$ cat src/rtl/ps2c_pkg.sv
// ps2c_pkg: shared widths, reset values and codes for the PS/2 mouse text cursor.
// Used by ps2c_clamp and ps2_mouse_text_cursor; depends on nothing.
package ps2c_pkg;

  // Field widths
  localparam int COORD_W = 8;
  localparam int CELL_W  = 16;
  // Signed width of position plus or minus a 9-bit move
  localparam int SUM_W   = COORD_W + 3;
  localparam int CFG_IDX_W = 2;

  // Configuration register indexes
  localparam logic [CFG_IDX_W-1:0] CFG_COLUMNS = 2'd0;
  localparam logic [CFG_IDX_W-1:0] CFG_ROWS    = 2'd1;

  // Reset values
  localparam logic [COORD_W-1:0] RESET_COLUMNS = 8'd80;
  localparam logic [COORD_W-1:0] RESET_ROWS    = 8'd25;
  localparam logic [COORD_W-1:0] RESET_COLUMN  = 8'd40;
  localparam logic [COORD_W-1:0] RESET_ROW     = 8'd12;

  // Header sign bits
  localparam int SIGN_X_POS = 4;
  localparam int SIGN_Y_POS = 5;

  // Position of the next byte within a packet
  typedef enum logic [1:0] {
    PH_HEADER = 2'd0,
    PH_XMOVE  = 2'd1,
    PH_YMOVE  = 2'd2
  } phase_t;

endpackage

$ cat src/rtl/ps2_mouse_text_cursor.sv
// ps2_mouse_text_cursor: groups PS/2 mouse bytes into packets and moves a text cursor.
// Depends on ps2c_pkg and ps2c_clamp.
//
//  channel | handshake                  | payload                                    | dir
//  --------+----------------------------+--------------------------------------------+----
//  byte    | byte_valid, byte_stall     | data_byte                                  | in
//  cursor  | cursor_valid, cursor_stall | erase_cell, draw_cell, new_column, new_row | out
//  config  | cfg_write                  | cfg_index, cfg_data                        | in
//
// One byte is taken every cycle unless byte_stall holds it. A third byte gives a result
// through the middle stage and the output register: the move, clamp and erase index are
// formed at the input, the draw index (one 8x8 multiply) between those two registers.
// Reset restores an 80x25 screen, cursor at column 40 row 12, packet phase 0.
// A stall on the cursor side holds the output; bytes keep flowing until the
// middle stage is full as well.
module ps2_mouse_text_cursor (
  input  logic                                  clk,
  input  logic                                  rst,
  input  logic                                  cfg_write,
  input  logic [ps2c_pkg::CFG_IDX_W-1:0]        cfg_index,
  input  logic [ps2c_pkg::COORD_W-1:0]          cfg_data,
  input  logic                                  byte_valid,
  output logic                                  byte_stall,
  input  logic [7:0]                            data_byte,
  output logic                                  cursor_valid,
  input  logic                                  cursor_stall,
  output logic [ps2c_pkg::CELL_W-1:0]           erase_cell,
  output logic [ps2c_pkg::CELL_W-1:0]           draw_cell,
  output logic [ps2c_pkg::COORD_W-1:0]          new_column,
  output logic [ps2c_pkg::COORD_W-1:0]          new_row
);

  // row * columns + column, kept to 16 bits
  function automatic logic [ps2c_pkg::CELL_W-1:0] cell_of(
    input logic [ps2c_pkg::COORD_W-1:0] r,
    input logic [ps2c_pkg::COORD_W-1:0] c,
    input logic [ps2c_pkg::COORD_W-1:0] cols
  );
    logic [ps2c_pkg::CELL_W-1:0] prod;
    prod = {8'd0, r} * {8'd0, cols};
    return prod + {8'd0, c};
  endfunction

  logic [ps2c_pkg::COORD_W-1:0] screen_columns;
  logic [ps2c_pkg::COORD_W-1:0] screen_rows;

  ps2c_pkg::phase_t byte_phase, byte_phase_next;
  logic [7:0] header_byte;
  logic [7:0] x_move_byte;
  logic [ps2c_pkg::COORD_W-1:0] column_now;
  logic [ps2c_pkg::COORD_W-1:0] row_now;

  logic                         s1_valid;
  logic [ps2c_pkg::COORD_W-1:0] s1_col;
  logic [ps2c_pkg::COORD_W-1:0] s1_row;
  logic [ps2c_pkg::CELL_W-1:0]  s1_erase;

  logic byte_take;
  logic packet_done;
  logic s1_move;
  logic sign_x, sign_y;
  logic signed [ps2c_pkg::SUM_W-1:0] col_sum, row_sum;
  logic [ps2c_pkg::COORD_W-1:0] col_clamped, row_clamped;

  // Handshake: middle stage drains into the output when that is empty or taken
  assign s1_move    = s1_valid && (!cursor_valid || !cursor_stall);
  assign byte_stall = s1_valid && !s1_move;
  assign byte_take  = byte_valid && !byte_stall;

  // Configuration registers
  always_ff @(posedge clk) begin
    if (rst) begin
      screen_columns <= ps2c_pkg::RESET_COLUMNS;
      screen_rows    <= ps2c_pkg::RESET_ROWS;
    end else if (cfg_write) begin
      if (cfg_index == ps2c_pkg::CFG_COLUMNS) screen_columns <= cfg_data;
      if (cfg_index == ps2c_pkg::CFG_ROWS)    screen_rows    <= cfg_data;
    end
  end

  // Packet phase: third byte (and the unused fourth code) completes a packet
  always_comb begin
    byte_phase_next = byte_phase;
    packet_done     = 1'b0;
    if (byte_take) begin
      case (byte_phase)
        ps2c_pkg::PH_HEADER: byte_phase_next = ps2c_pkg::PH_XMOVE;
        ps2c_pkg::PH_XMOVE:  byte_phase_next = ps2c_pkg::PH_YMOVE;
        default: begin
          byte_phase_next = ps2c_pkg::PH_HEADER;
          packet_done     = 1'b1;
        end
      endcase
    end
  end

  always_ff @(posedge clk) begin
    if (rst) begin
      byte_phase <= ps2c_pkg::PH_HEADER;
    end else begin
      byte_phase <= byte_phase_next;
    end
  end

  // Move values: 9-bit two's complement, sign from the header
  assign sign_x  = header_byte[ps2c_pkg::SIGN_X_POS];
  assign sign_y  = header_byte[ps2c_pkg::SIGN_Y_POS];
  assign col_sum = $signed({3'b000, column_now}) + $signed({{3{sign_x}}, x_move_byte});
  assign row_sum = $signed({3'b000, row_now}) - $signed({{3{sign_y}}, data_byte});

  ps2c_clamp u_clamp_col (
    .sum  (col_sum),
    .size (screen_columns),
    .pos  (col_clamped)
  );

  ps2c_clamp u_clamp_row (
    .sum  (row_sum),
    .size (screen_rows),
    .pos  (row_clamped)
  );

  // Packet bytes and cursor position
  always_ff @(posedge clk) begin
    if (rst) begin
      header_byte <= '0;
      x_move_byte <= '0;
      column_now  <= ps2c_pkg::RESET_COLUMN;
      row_now     <= ps2c_pkg::RESET_ROW;
    end else if (byte_take) begin
      if (byte_phase == ps2c_pkg::PH_HEADER) header_byte <= data_byte;
      if (byte_phase == ps2c_pkg::PH_XMOVE)  x_move_byte <= data_byte;
      if (packet_done) begin
        column_now <= col_clamped;
        row_now    <= row_clamped;
      end
    end
  end

  // Middle stage: new position and erase index
  always_ff @(posedge clk) begin
    if (rst) begin
      s1_valid <= 1'b0;
    end else if (packet_done) begin
      s1_valid <= 1'b1;
    end else if (s1_move) begin
      s1_valid <= 1'b0;
    end
  end

  always_ff @(posedge clk) begin
    if (packet_done) begin
      s1_col   <= col_clamped;
      s1_row   <= row_clamped;
      s1_erase <= cell_of(row_now, column_now, screen_columns);
    end
  end

  // Output register: draw index formed on the way in
  always_ff @(posedge clk) begin
    if (rst) begin
      cursor_valid <= 1'b0;
    end else if (s1_move) begin
      cursor_valid <= 1'b1;
    end else if (!cursor_stall) begin
      cursor_valid <= 1'b0;
    end
  end

  always_ff @(posedge clk) begin
    if (s1_move) begin
      erase_cell <= s1_erase;
      draw_cell  <= cell_of(s1_row, s1_col, screen_columns);
      new_column <= s1_col;
      new_row    <= s1_row;
    end
  end

  // Checks
  a_s1_hold: assert property (@(posedge clk) disable iff (rst)
    s1_valid && !s1_move |=> s1_valid && $stable(s1_col) && $stable(s1_row))
    else $error("middle stage lost or changed a waiting result");

  a_out_from_s1: assert property (@(posedge clk) disable iff (rst)
    $rose(cursor_valid) |-> $past(s1_valid))
    else $error("result appeared without a completed packet");

  a_third_byte: assert property (@(posedge clk) disable iff (rst)
    byte_take && byte_phase == ps2c_pkg::PH_YMOVE |=> s1_valid)
    else $error("third byte did not produce a result");

  a_col_range: assert property (@(posedge clk) disable iff (rst)
    cursor_valid |-> (new_column < screen_columns || new_column == '0))
    else $error("cursor column beyond the screen");

endmodule

$ cat src/rtl/ps2c_clamp.sv
// ps2c_clamp: clamps a signed moved coordinate to [0, size-1], size 0 acting as 1.
// Depends on ps2c_pkg.
module ps2c_clamp (
  input  logic signed [ps2c_pkg::SUM_W-1:0]   sum,
  input  logic        [ps2c_pkg::COORD_W-1:0] size,
  output logic        [ps2c_pkg::COORD_W-1:0] pos
);

  logic [ps2c_pkg::COORD_W-1:0] limit;

  // Largest legal coordinate
  assign limit = (size == '0) ? '0 : size - 1'b1;

  // Clamp below at zero, above at limit
  always_comb begin
    if (sum[ps2c_pkg::SUM_W-1]) begin
      pos = '0;
    end else if (sum > $signed({3'b000, limit})) begin
      pos = limit;
    end else begin
      pos = sum[ps2c_pkg::COORD_W-1:0];
    end
  end

endmodule

$ cat config.mk
export PLATFORM = sky130hd
export DESIGN_NAME = ps2_mouse_text_cursor
export DESIGN_NICKNAME = d
export VERILOG_FILES = /design/src/rtl/ps2c_pkg.sv /design/src/rtl/ps2_mouse_text_cursor.sv /design/src/rtl/ps2c_clamp.sv
export SDC_FILE = /design/constraint.sdc
export NUM_CORES = 1
export LEC_CHECK = 0
export BUFFER_PORTS_ARGS = -buffer_cell sky130_fd_sc_hd__buf_2
export CORE_UTILIZATION = 48
export CTS_CLUSTER_DIAMETER = 120
export DETAILED_ROUTE_END_ITERATION = 8
export GPL_ROUTABILITY_DRIVEN = 0
export PLACE_DENSITY = 0.71
export SETUP_SLACK_MARGIN = 0.05
export SLEW_MARGIN = 20
export SYNTH_ARGS = -nofsm -noshare
export SYNTH_HDL_FRONTEND = slang
export SYNTH_SLANG_ARGS = --single-unit
$ cat constraint.sdc
create_clock -name clk -period 8.8 [get_ports clk]
set_clock_uncertainty 0.05 [all_clocks]
set_input_delay 0 -clock clk [delete_from_list [all_inputs] [get_ports clk]]
set_output_delay 0 -clock clk [all_outputs]
set_load 0.05 [all_outputs]
== Word level (Yosys, flattened, before mapping) ==
Cells that the tools add are included.
Word-level totals
  flip-flop bits (word level): 130
Cells by class
  muxes and demuxes: 13
  add/sub/neg operators: 6
  $mul: 2
  reductions and logical operators: 19
  $lt $le $gt $ge: 2
  equality and inequality tests: 3
Operators by type and width (number)
  two-way mux 8 bit: 6
  adder 16 x 8 -> 16 bit: 2
  multiplier 8 x 8 -> 16 bit: 2
  greater-than comparator 10 x 9 -> 1 bit: 2
  zero test 8 bit: 2
  subtractor 8 x 1 -> 8 bit (second input constant): 2
  adder 9 x 9 -> 10 bit: 1
  AND reduction 2 bit: 5
  subtractor 9 x 9 -> 10 bit: 1
  two-way mux 1 bit: 6
  equality test 2 x 1 -> 1 bit (second input constant): 2
  zero test 1 bit: 4
  zero test 2 bit: 2
  case mux 2 bit (2 select lines): 1
  logical AND 1 bit: 3
  inequality test 2 x 1 -> 1 bit (second input constant): 1
  nonzero test 2 bit: 1
  OR reduction 2 bit: 1
  logical OR 1 bit: 1

== Longest topological paths before layout ==
Gate-level depths: netlist (run 1).
  word-level depth: 9
  depth in mapped cells: 19
  gate-level depth less buffers: 17

== Hierarchy ==
A second synthesis (run 1) with hierarchy kept.
Unflattened totals
  cells, all modules: 1061
  area, all modules: 10443.8 um^2
By module, submodules not included
  ps2_mouse_text_cursor: times used 1, sequential area each 3323.2 um^2, area each 9435.3 um^2, cells each 927
  ps2c_clamp: times used 2, sequential area each 0.0 um^2, area each 504.2 um^2, cells each 67

== Worst setup path before layout (run 1) ==
OpenSTA, ideal clock, no wires.
  path kind: flip-flop to flip-flop
  start point: register screen_columns[0] (netlist name)
  end point: register draw_cell[14] (netlist name), data pin
  data arrival time: 4.347 ns
  path slack: 4.145 ns
  stages on the path, launching flop included: 17
  period minus slack after synthesis: 4.655 ns
  required time: 8.491 ns
  cells stage by stage: dfxtp_1 clkbuf_1 clkbuf_1 nand2_1 fa_1 inv_1 fa_1 inv_1 fa_1 fa_1 inv_1 ha_1 nor2b_1 or4_1 a41o_1 o211ai_1 xnor2_1
Between the ends
  word-level cells in the longest chain between the ends: 2
Ends and longest elaborated chain
  start, declared: RTL line ps2_mouse_text_cursor.sv:44  | logic [ps2c_pkg::COORD_W-1:0] screen_columns;
  start signal, assigned: RTL line ps2_mouse_text_cursor.sv:73  | screen_columns <= ps2c_pkg::RESET_COLUMNS;
  start signal, assigned: RTL line ps2_mouse_text_cursor.sv:76  | if (cfg_index == ps2c_pkg::CFG_COLUMNS) screen_columns <= cfg_data;
  multiplier 8 x 8 -> 16 bit: RTL line ps2_mouse_text_cursor.sv:40  | prod = {8'd0, r} * {8'd0, cols};
  adder 16 x 8 -> 16 bit: RTL line ps2_mouse_text_cursor.sv:41  | return prod + {8'd0, c};
  end signal, assigned: RTL line ps2_mouse_text_cursor.sv:173  | draw_cell <= cell_of(s1_row, s1_col, screen_columns);
  end, declared: RTL line ps2_mouse_text_cursor.sv:28  | output logic [ps2c_pkg::CELL_W-1:0] draw_cell,
No other way between the ends.
A chain may end at the register's enable or synchronous reset.

== Worst setup path in the final report (run 1) ==
  start point: register screen_columns[1] (netlist name)
  end point: register s1_erase[14] (netlist name), data pin
Between the ends
  word-level cells in the longest chain between the ends: 2
Ends and longest elaborated chain
  multiplier 8 x 8 -> 16 bit: RTL line ps2_mouse_text_cursor.sv:40
  adder 16 x 8 -> 16 bit: RTL line ps2_mouse_text_cursor.sv:41
  end signal, assigned: RTL line ps2_mouse_text_cursor.sv:155  | s1_erase <= cell_of(row_now, column_now, screen_columns);
  end, declared: RTL line ps2_mouse_text_cursor.sv:56  | logic [ps2c_pkg::CELL_W-1:0] s1_erase;
No other way between the ends.

==> results.ini, run 1 <==
[pwr]
switching_share = 0.266
powerDensity_nw_per_um2 = 137
power_frac_seq = 0.410
pwr-share-comb = 0.153
p_leak_uw = 0.00557
peakVddDrop_v = 0.000131
clkPwrFrac = 0.437
p_sw_uw = 428
p_int_uw = 1180

[placement]
dpl.hpwl_um = 16000
dpl_cell_area_um2 = 10900
numPortBuffers = 72

[critical_path]
worstSetupPathType = reg -> reg
rrSetupSlack_ps = 3870
crit_required_ps = 8920
crit_path_start_kind = register
end_kind = register
path_max_fanout = 17
arrival_ps = 5050

[floorplan]
io_pins = 73
initial_core_util = 0.491
die_h_um = 149
rows = 53
die_x_um = 149
core_um2 = 21100
die-area_um2 = 22100

[clocking]
htreeDepth = 4
path_clk_slew_ps = 60
clock_latency_ps = 430
cts.sinks = 126
cts_made_buffers = 17
cts_tree = done
root_buffer = clkbuf_16
clk_path_buf_depth = 2

[cells_and_area]
antenna_cells = 0
n_fill_cell = 1881
drive_gt1_frac = 0.115
final_nets = 1337
final_area_um2 = 11700
syn_to_final_growth_pct = 13.1

[run]
drv_cap = 0

[route]
wl_um = 21100
drt-wirelength-per-cell_um = 15.0
viasPerCell = 5.21
ant_nets = 0
drt_first_pass_iters = 5
route.detailed.drc = 0
num_vias = 7314
drt_iter0_drc = 502

[logic_synthesis]
syn_inst = 1039
synth_top_area_frac = 0.232
synth_cell_type_count = 62
yosys_register_bits = 126
synth.area.top_cells = edfxtp_1, fa_1, ha_1
yosys.area.top_type = edfxtp_1
synth.avg_cell_area_um2 = 9.96
synth_flop_cell = edfxtp_1
ys_seq_area_frac = 0.321
yosysWarningCount = 0
synth_edf_count = 80
async_flop_share = 0
mappedNetlistNets = 1260
synth.cell_area_um2 = 10300

[timing]
hold_viol = 0
slew_violations = 0
grt_setup_unrepaired = false
finalCritPeriodShare = 0.560
max_freq_mhz = 203
post-route-min-period_ps = 4930
finalSetupViolations = 0
max_slew.worst_pin.slew_ps = 761
fin_setup_tns_ps = 0
relSlewSlack = 0.492

[min_path]
min_path_type = in -> reg

[grt]
grt_max_degree = 49
antenna_found_initial = 0
grt_usage = 0.203
overflow = 0
grt_pass1_vias = 7326
grt_pass1_wl_um = 34700

[status]
status = finished clean

## cells by family (layout without fill, tap and decap cells)
| logic type | count (synthesis) | in the layout | share of synthesized area |
|---|---|---|---|
| AO/OA/AOI/OAI | 129 | 129 | 0.0826 |
| XOR/XNOR | 41 | 41 | 0.0347 |
| adder cells (fa/ha/maj) | 198 | 198 | 0.305 |
| buffers and inverters | 194 | 284 | 0.0737 |
| flip-flops | 126 | 126 | 0.321 |
| multiplexers | 28 | 28 | 0.0276 |
| AND/OR/NAND/NOR | 323 | 323 | 0.155 |
## repair_timing
item | CTS | global route
setup buffers | 0 | 0
endpoints found under the hold margin | 30 | 0
hold buffers | 18 | 0
setup endpoints to repair | 0 | 0
resized for setup | 0 | 0
## sequential cells by signal, summed over array words and instances (netlist names)
register and cells:
byte_phase 2, column_now 8, cursor_valid 1, draw_cell 16, erase_cell 16, header_byte 2, new_column 8, new_row 8
row_now 8, s1_col 8, s1_erase 16, s1_row 8, s1_valid 1, screen_columns 8, screen_rows 8, x_move_byte 8
## final timing paths
path | startpoint | end | cells after the start
worst max-delay path | screen_columns[1] | s1_erase[14] | 16
worst min-delay path | cfg_index[1] | screen_columns[3] | 5
worst max register to register | screen_columns[1] | s1_erase[14] | 16
worst min register to register | s1_erase[8] | erase_cell[8] | 0
## Yosys cell counts, drive strengths merged, types with 8 or more instances
library cell  instances
nor3                 18
nor2                105
a21oi                34
dfxtp                46
fa                   90
o21ai                30
nand2                70
ha                  108
o21a                 17
and2                 76
buf                   8
xnor2                35
o22ai                 9
edfxtp               80
a21o                  9
mux2i                24
nor2b                 9
nand2b                8
clkbuf               28
inv                 158
## area by class of cell
class / count / area, um2 / area share
clock buffer: 21 / 492 / 0.0420
clock inverter: 11 / 101 / 0.00866
inverter: 158 / 593 / 0.0507
multi-input combinational: 719 / 6280 / 0.536
sequential: 126 / 3320 / 0.284
tap: 275 / 344 / 0.0294
timing repair buffer: 94 / 571 / 0.0488
## cell usage in the layout (no fill, tap or decap), types with 4 or more instances in the layout
cell type,n
mux2i_1,24
o22ai_1,8
or3_1,5
clkbuf_16,18
or2_2,4
xnor2_1,35
buf_4,4
xor2_1,6
nand4_1,4
dfxtp_1,46
a21oi_1,34
nor2_1,104
dlygate4sd3_1,18
mux2_2,4
o21ai_0,26
nor2b_1,8
a21o_1,8
a211oi_1,4
buf_2,72
nand3_1,5
edfxtp_1,80
nor4_1,4
a211o_1,5
o21a_1,17
inv_1,158
o211ai_1,4
nand2b_1,8
ha_1,108
fa_1,90
and2_1,76
nand2_1,70
nor3_1,17
## worst max-delay path, cell delays in order (launching register included)
cell and delay, ps:
dfxtp_1 690, nand2_1 150, fa_1 530, inv_1 50
fa_1 470, ha_1 290, inv_1 50, fa_1 540
inv_1 70, ha_1 290, a21o_1 170, a21oi_1 220
nor2b_1 100, or4_1 450, a41oi_1 290, a21oi_1 110
xor2_1 150
## layer usage
layer / wire length, um / vias to the layer above / track usage
met4: 303 / 0 / 0.0668
li1: - / 3567 / -
met2: 10400 / 175 / 0.356
met1: 9410 / 3549 / 0.250
met3: 959 / 23 / 0.0385
met5: 0 / - / 0
## stage by stage
step | hold WS (ps) | worst slack, ps | total power, uW | utilization | std cells
detailed placement | 174 | 3880 | 910 | 0.518 | 1354
global placement | 184 | 4010 | 904 | 0.518 | 1354
floorplan | 67.9 | 4140 | 857 | - | 1039
CTS | 34.6 | 3890 | 1620 | 0.555 | 1404
finish | 51.5 | 3870 | 1610 | 0.555 | 1404
global route | 74.7 | 3570 | 1680 | 0.555 | 1404
## power groups by stage
| stage | clock network, uW | registers, uW | logic, uW |
|---|---|---|---|
| 2_1_floorplan | 0 | 667 | 190 |
| 3_3_place_gp | 0 | 670 | 234 |
| 3_5_place_dp | 0 | 671 | 239 |
| 4_1_cts | 713 | 658 | 247 |
| 5_1_grt | 740 | 660 | 278 |
| 6_report | 701 | 659 | 246 |
No activity file was read; power rests on OpenSTA's default activity.
==> inputs of run 2 (changes only) <==
- ABC_AREA: not set -> 1
- clock period: 8.8 -> 4.62 ns (I/O delays scaled with it)
==> run 2 against run 1 <==
Total power rose by 130%. Sequential share of layout area shrank 1.4 points. Largest power group unchanged. Core utilization rose by 3.2 points. Sequential power increased by 96%. Routed wire length increased by 9.9%. Global-route usage is 1.8 points higher. Die area is 0.92% higher. Area after synthesis is 0.93% higher. Largest cell class unchanged. Sequential cell count unchanged. Critical path depth increased by 3.
==> results.ini, run 2 <==
[route]
drt_first_pass_iters = 5  ; unchanged
viasPerCell = 5.04  ; was 5.21
ant_nets = 0  ; unchanged
route.detailed.drc = 0  ; unchanged
drt-wirelength-per-cell_um = 14.3  ; was 15.0 um
drt_iter0_drc = 465  ; was 502
num_vias = 8180  ; was 7314
wl_um = 23200  ; was 21100 um

[critical_path]
end_kind = register  ; unchanged
crit_path_start_kind = register  ; unchanged
r2r-start = screen_columns[0]  ; was screen_columns[1]
r2r_end = draw_cell[15]  ; was s1_erase[14]
crit_chain = buf_4, nand2_1, fa_1, inv_1, ha_1, ha_1, inv_1, fa_1, inv_1, ha_1, fa_1, nand3_1, nand2_1, a21o_1, a21oi_2, o21ai_2, nand3_1, o21ai_0, xor2_1  ; was nand2_1, fa_1, inv_1, fa_1, ha_1, inv_1, fa_1, inv_1, ha_1, a21o_1, a21oi_1, nor2b_1, or4_1, a41oi_1, a21oi_1, xor2_1
rr_worst_depth = 19  ; was 16
cp_slowest_stage_delay_ps = 520  ; was 690 ps
arrival_ps = 4540  ; was 5050 ps
path_max_fanout = 7  ; was 17
crit_required_ps = 4740  ; was 8920 ps
worstSetupPathType = reg -> reg  ; unchanged
critPathLaunch = screen_columns[0]  ; was screen_columns[1]
rrSetupSlack_ps = 200  ; was 3870 ps
cp_slowest_cell = fa_1  ; was dfxtp_1

[logic_synthesis]
synth.cell_area_um2 = 10400  ; was 10300 um2
synth_top_area_frac = 0.230  ; was 0.232
syn_inst = 1203  ; was 1039
ys_seq_area_frac = 0.318  ; was 0.321
mappedNetlistNets = 1424  ; was 1260
synth_flop_cell = edfxtp_1  ; unchanged
synth.area.top_cells = edfxtp_1, fa_1, ha_1  ; unchanged
synth_cell_type_count = 45  ; was 62
synth.avg_cell_area_um2 = 8.68  ; was 9.96 um2
yosys_register_bits = 126  ; unchanged
yosys.area.top_type = edfxtp_1  ; unchanged
synth_edf_count = 80  ; unchanged
yosysWarningCount = 0  ; unchanged
async_flop_share = 0  ; unchanged
synth_common_cells = inv_1, nand2_1, ha_1, fa_1, edfxtp_1  ; was inv_1, ha_1, nor2_1, fa_1, edfxtp_1
synth.most_common_cell = inv_1  ; unchanged

[floorplan]
die_h_um = 149  ; about the same
initial_core_util = 0.494  ; was 0.491
die-area_um2 = 22300  ; was 22100 um2
rows = 53  ; unchanged
core_um2 = 21200  ; was 21100 um2
die_x_um = 149  ; about the same
io_pins = 73  ; unchanged

[timing]
slew_violations = 0  ; unchanged
relSlewSlack = 0.533  ; was 0.492
max_freq_mhz = 226  ; was 203 MHz
hold_slack_ps = 65.2  ; was 51.5 ps
post-route-min-period_ps = 4420  ; was 4930 ps
hold_viol = 0  ; unchanged
max_slew.worst_pin.slew_ps = 699  ; was 761 ps
fin_setup_tns_ps = 0  ; unchanged
setup_slack_ps = 198  ; was 3870 ps
finalSetupViolations = 0  ; unchanged
finalCritPeriodShare = 0.957  ; was 0.560

[cells_and_area]
utilization = 0.587  ; was 0.555
final_common_cell = inv_1  ; unchanged
layout_common_cells = inv_1, nand2_1, ha_1  ; was inv_1, ha_1, nor2_1
final_area_um2 = 12400  ; was 11700 um2
syn_to_final_growth_pct = 19.0  ; was 13.1%
antenna_cells = 0  ; unchanged
top_regs = draw_cell x16, erase_cell x16, s1_erase x16  ; unchanged
drive_gt1_frac = 0.159  ; was 0.115
n_fill_cell = 1765  ; was 1881
final_nets = 1557  ; was 1337

[run]
drv_cap = 0  ; unchanged

[min_path]
min_delay_path_depth = 3  ; was 5
hold_end = screen_rows[1]  ; was screen_columns[3]
min_path_type = in -> reg  ; unchanged
hold_start = cfg_index[0]  ; was cfg_index[1]

[clocking]
cts.sinks = 126  ; unchanged
clk_path_buf_depth = 2  ; unchanged
path_clk_slew_ps = 60  ; about the same
htreeDepth = 4  ; unchanged
clock_latency_ps = 430  ; about the same
root_buffer = clkbuf_16  ; unchanged
cts_made_buffers = 17  ; unchanged
cts_tree = done  ; unchanged

[grt]
grt_pass1_vias = 8174  ; was 7326
top_usage_layer = met2  ; unchanged
use_met3 = 0.0290  ; was 0.0385
grt_max_degree = 49  ; unchanged
grt_usage = 0.221  ; was 0.203
grt_pass1_wl_um = 38300  ; was 34700 um
met1_usage = 0.277  ; was 0.250
overflow = 0  ; unchanged
use_met2 = 0.378  ; was 0.356
antenna_found_initial = 0  ; unchanged

[placement]
numPortBuffers = 72  ; unchanged
dpl.hpwl_um = 17600  ; was 16000 um
dp_slack_ps = -93.9  ; was 3880 ps
dpl_cell_area_um2 = 11300  ; was 10900 um2

[status]
status = finished clean  ; unchanged

[pwr]
powerDensity_nw_per_um2 = 292  ; was 137 nW/um2
p_leak_uw = 0.00665  ; was 0.00557 uW
peakVddDrop_v = 0.000238  ; was 0.000131 V

==> run 2: changes by cell type after synthesis, sizes merged, moves of 37 or more <==
cell	change
a21oi	+37
and2	-68
inv	+136
nand2	+183
nand3	+46
nor2	-67
==> run 2: worst max path at each step <==
stage	to	slack (ps)	depth (start not counted)
floorplan	s1_erase[14]	50	19
global placement	draw_cell[14]	50	19
detailed placement	draw_cell[14]	-90	19
CTS	draw_cell[14]	40	19
global route	s1_erase[15]	-0.5	18
finish	draw_cell[15]	200	19
==> run 2: cells by family (layout without fill, tap and decap cells) <==
logic type               after synthesis  after routing  synth area share
AO/OA/AOI/OAI                        137            137            0.0721
XOR/XNOR                              37             37            0.0310
adder cells (fa/ha/maj)              198            198             0.302
buffers and inverters                334            480             0.121
flip-flops                           126            126             0.318
AND/OR/NAND/NOR                      371            371             0.155
==> run 2: metrics by stage <==
step	std cells	total power, uW
global route	1624	3830
finish	1624	3630
detailed placement	1548	2180
global placement	1548	2150
CTS	1615	3570
floorplan	1203	1970
==> run 2: worst max-delay path, delay by kind of cell (launching register included) <==
| family | cells | cell delay (ps) |
|---|---|---|
| DFF | 1 | 430 |
| and+or+nand+nor | 4 | 360 |
| adders and majority gates | 6 | 2240 |
| xor gates and xnor gates | 1 | 160 |
| AOI/OAI and AO/OA | 4 | 580 |
| buffers and inverters | 4 | 340 |
==> run 2: where the power goes <==
part	switching [uW]	internal, uW	total, uW
Sequential	28.4	1260	1290
Combinational	574	401	975
Clock	520	844	1360
==> run 2: routing by layer <==
layer / wire [um] / part of all wire
met5: 0 / 0
met4: 742 / 0.032
met2: 11500 / 0.50
met3: 881 / 0.038
met1: 10100 / 0.43
==> run 2: repair_timing <==
action / CTS / global route
setup endpoints to repair: 5 / 7
setup buffers: 5 / 9
pin swaps: 0 / 8
gates resized for setup: 8 / 34
hold endpoints to repair: 28 / 0
hold buffers: 30 / 0
==> run 2: final cells by class <==
| type | count | area, um2 | area share |
|---|---|---|---|
| multi-input cells | 743 | 5970 | 0.481 |
| flip-flops and latches | 126 | 3350 | 0.270 |
| inverters | 294 | 1100 | 0.0888 |
| repair buffers | 154 | 1050 | 0.0849 |
| clock buffers | 17 | 425 | 0.0342 |
| well taps | 275 | 344 | 0.0277 |
| clock inverters | 15 | 168 | 0.0135 |
==> inputs of run 3 (changes only) <==
- RECOVER_POWER: not set -> 25
==> run 3 against run 2 <==
Setup slack worse by 34 ps. Register-to-register slack worse by 30 ps. Core utilization down 0.28 points. Final area down 0.47%. Hold slack gained 2.4 ps. First-iteration DRC count down 3.0%. Clock-buffer cell count unchanged. Fmax fell by 0.76%. Routed wire length is 0.24% higher.
==> results.ini, run 3 (synthesis results as in run 2) <==
[clocking]
cts_made_buffers = 17  ; unchanged
htreeDepth = 4  ; unchanged
cts_tree = done  ; unchanged
cts.sinks = 126  ; unchanged
path_clk_slew_ps = 60  ; about the same
clock_latency_ps = 430  ; about the same
root_buffer = clkbuf_16  ; unchanged
clk_path_buf_depth = 2  ; unchanged

[critical_path]
critPathLaunch = s1_row[1]  ; was screen_columns[0]
crit_cells = 19  ; unchanged
path_max_fanout = 5  ; was 7
crit_chain = clkbuf_1, nand2_1, inv_1, fa_1, ha_1, ha_1, inv_1, fa_1, inv_1, ha_1, fa_1, nand3_1, nand2_1, a21o_1, a21oi_2, o21ai_2, nand3_1, o21ai_0, xor2_1  ; was buf_4, nand2_1, fa_1, inv_1, ha_1, ha_1, inv_1, fa_1, inv_1, ha_1, fa_1, nand3_1, nand2_1, a21o_1, a21oi_2, o21ai_2, nand3_1, o21ai_0, xor2_1
rr_worst_depth = 19  ; unchanged
worst-path-buf-inv = 4  ; unchanged
r2r-start = s1_row[1]  ; was screen_columns[0]
worstSetupPathType = reg -> reg  ; unchanged
arrival_ps = 4570  ; was 4540 ps
r2r_end = draw_cell[15]  ; unchanged
rrSetupSlack_ps = 160  ; was 200 ps
cp_slowest_stage_delay_ps = 510  ; was 520 ps
crit_path_start_kind = register  ; unchanged
crit_required_ps = 4740  ; about the same
end_kind = register  ; unchanged
cp_slowest_cell = edfxtp_1  ; was fa_1
cp-endpoint = draw_cell[15]  ; unchanged
critPathTopFamily = adder cells  ; unchanged

[timing]
relSlewSlack = 0.546  ; was 0.533
max_freq_mhz = 224  ; was 226 MHz
setup_slack_ps = 164  ; was 198 ps
slew_violations = 0  ; unchanged
finalSetupViolations = 0  ; unchanged
post-route-min-period_ps = 4460  ; was 4420 ps
hold_viol = 0  ; unchanged
max_slew.worst_pin.slew_ps = 681  ; was 699 ps
finalCritPeriodShare = 0.964  ; was 0.957
fin_setup_tns_ps = 0  ; unchanged

[route]
drt_first_pass_iters = 5  ; unchanged
ant_nets = 0  ; unchanged
drt_iter0_drc = 451  ; was 465
viasPerCell = 5.04  ; unchanged
wl_um = 23200  ; about the same
num_vias = 8180  ; unchanged
drt-wirelength-per-cell_um = 14.3  ; about the same
route.detailed.drc = 0  ; unchanged

[floorplan]
die_h_um = 149  ; unchanged
core_um2 = 21200  ; unchanged
initial_core_util = 0.494  ; unchanged
rows = 53  ; unchanged
die_x_um = 149  ; unchanged
die-area_um2 = 22300  ; unchanged
io_pins = 73  ; unchanged

[cells_and_area]
syn_to_final_growth_pct = 18.4  ; was 19.0%
drive_gt1_frac = 0.132  ; was 0.159
multi_input_area_um2 = 5970  ; unchanged
final_common_cell = inv_1  ; unchanged
top_regs = draw_cell x16, erase_cell x16, s1_erase x16  ; unchanged
antenna_cells = 0  ; unchanged
seq_area_um2 = 3350  ; unchanged
final_nets = 1557  ; unchanged
layout_common_cells = inv_1, nand2_1, ha_1  ; unchanged
n_fill_cell = 1792  ; was 1765

[grt]
grt_pass1_wl_um = 38300  ; unchanged
grt_pass1_vias = 8174  ; unchanged
antenna_found_initial = 0  ; unchanged
grt_usage = 0.221  ; unchanged
grt_max_degree = 49  ; unchanged
overflow = 0  ; unchanged

[placement]
numPortBuffers = 72  ; unchanged
dp_slack_ps = -93.9  ; unchanged
dpl.hpwl_um = 17600  ; unchanged

[pwr]
powerDensity_nw_per_um2 = 294  ; was 292 nW/um2
p_leak_uw = 0.00654  ; was 0.00665 uW
peakVddDrop_v = 0.000238  ; about the same

[run]
drv_cap = 0  ; unchanged

[status]
status = finished clean  ; unchanged

[min_path]
min_path_type = in -> reg  ; unchanged

## run 3: cell types whose count changed in the layout (fill, tap and decap cells not counted), sizes merged
cell    change
buf        -39
clkbuf     +39
## run 3: layer usage
metal,track usage,up-vias,routed length [um]
met5,0,-,0
met4,0.0995,0,756
met1,0.277,3941,10200
li1,-,3999,-
met3,0.0290,45,905
met2,0.378,195,11400
## run 3: worst min-delay path by stage
stage,from,to,depth (start not counted)
after CTS,cfg_index[0],screen_columns[2],4
after floorplan,cfg_data[3],screen_rows[3],2
after detailed placement,cfg_data[4],screen_rows[4],3
after global routing,cfg_index[0],screen_columns[0],4
after global placement,cfg_data[4],screen_rows[4],3
final,cfg_index[0],screen_rows[2],3
## run 3: repair_timing
action,CTS,global route
endpoints found under the setup margin,5,7
hold endpoints to repair,28,0
cloned,0,0
buffers inserted,5,9
hold buffers,30,0
gates resized for setup,8,34
pin swaps,0,8
## run 3: area by class of cell
class                           count  area share
Timing Repair Buffer              154      0.0806
Tap cell                          275      0.0278
Clock buffer                       17      0.0344
Multi-Input combinational cell    743       0.483
Inverter                          294      0.0893
Sequential cell                   126       0.271
Clock inverter                     15      0.0136
## run 3: power breakdown
part	switching, uW	internal [uW]
Clock	522	844
Combinational	573	399
Sequential	28.7	1260
## run 3: stage by stage
step	instance area (um2)	utilization	hold WS (ps)	cells	total power, uW
2_1_floorplan	10500	-	63.2	1203	1970
3_3_place_gp	11300	0.533	177	1548	2150
3_5_place_dp	11300	0.533	174	1548	2180
4_1_cts	12200	0.578	49.1	1615	3570
5_1_grt	12400	0.584	129	1624	3830
6_report	12400	0.584	67.6	1624	3630
## run 3: worst min-delay path: cells and delay by family
kind,cells,cell delay [ps]
and+or+nand+nor,1,280
AOI/OAI and AO/OA,1,110
buffers and inverters,1,100
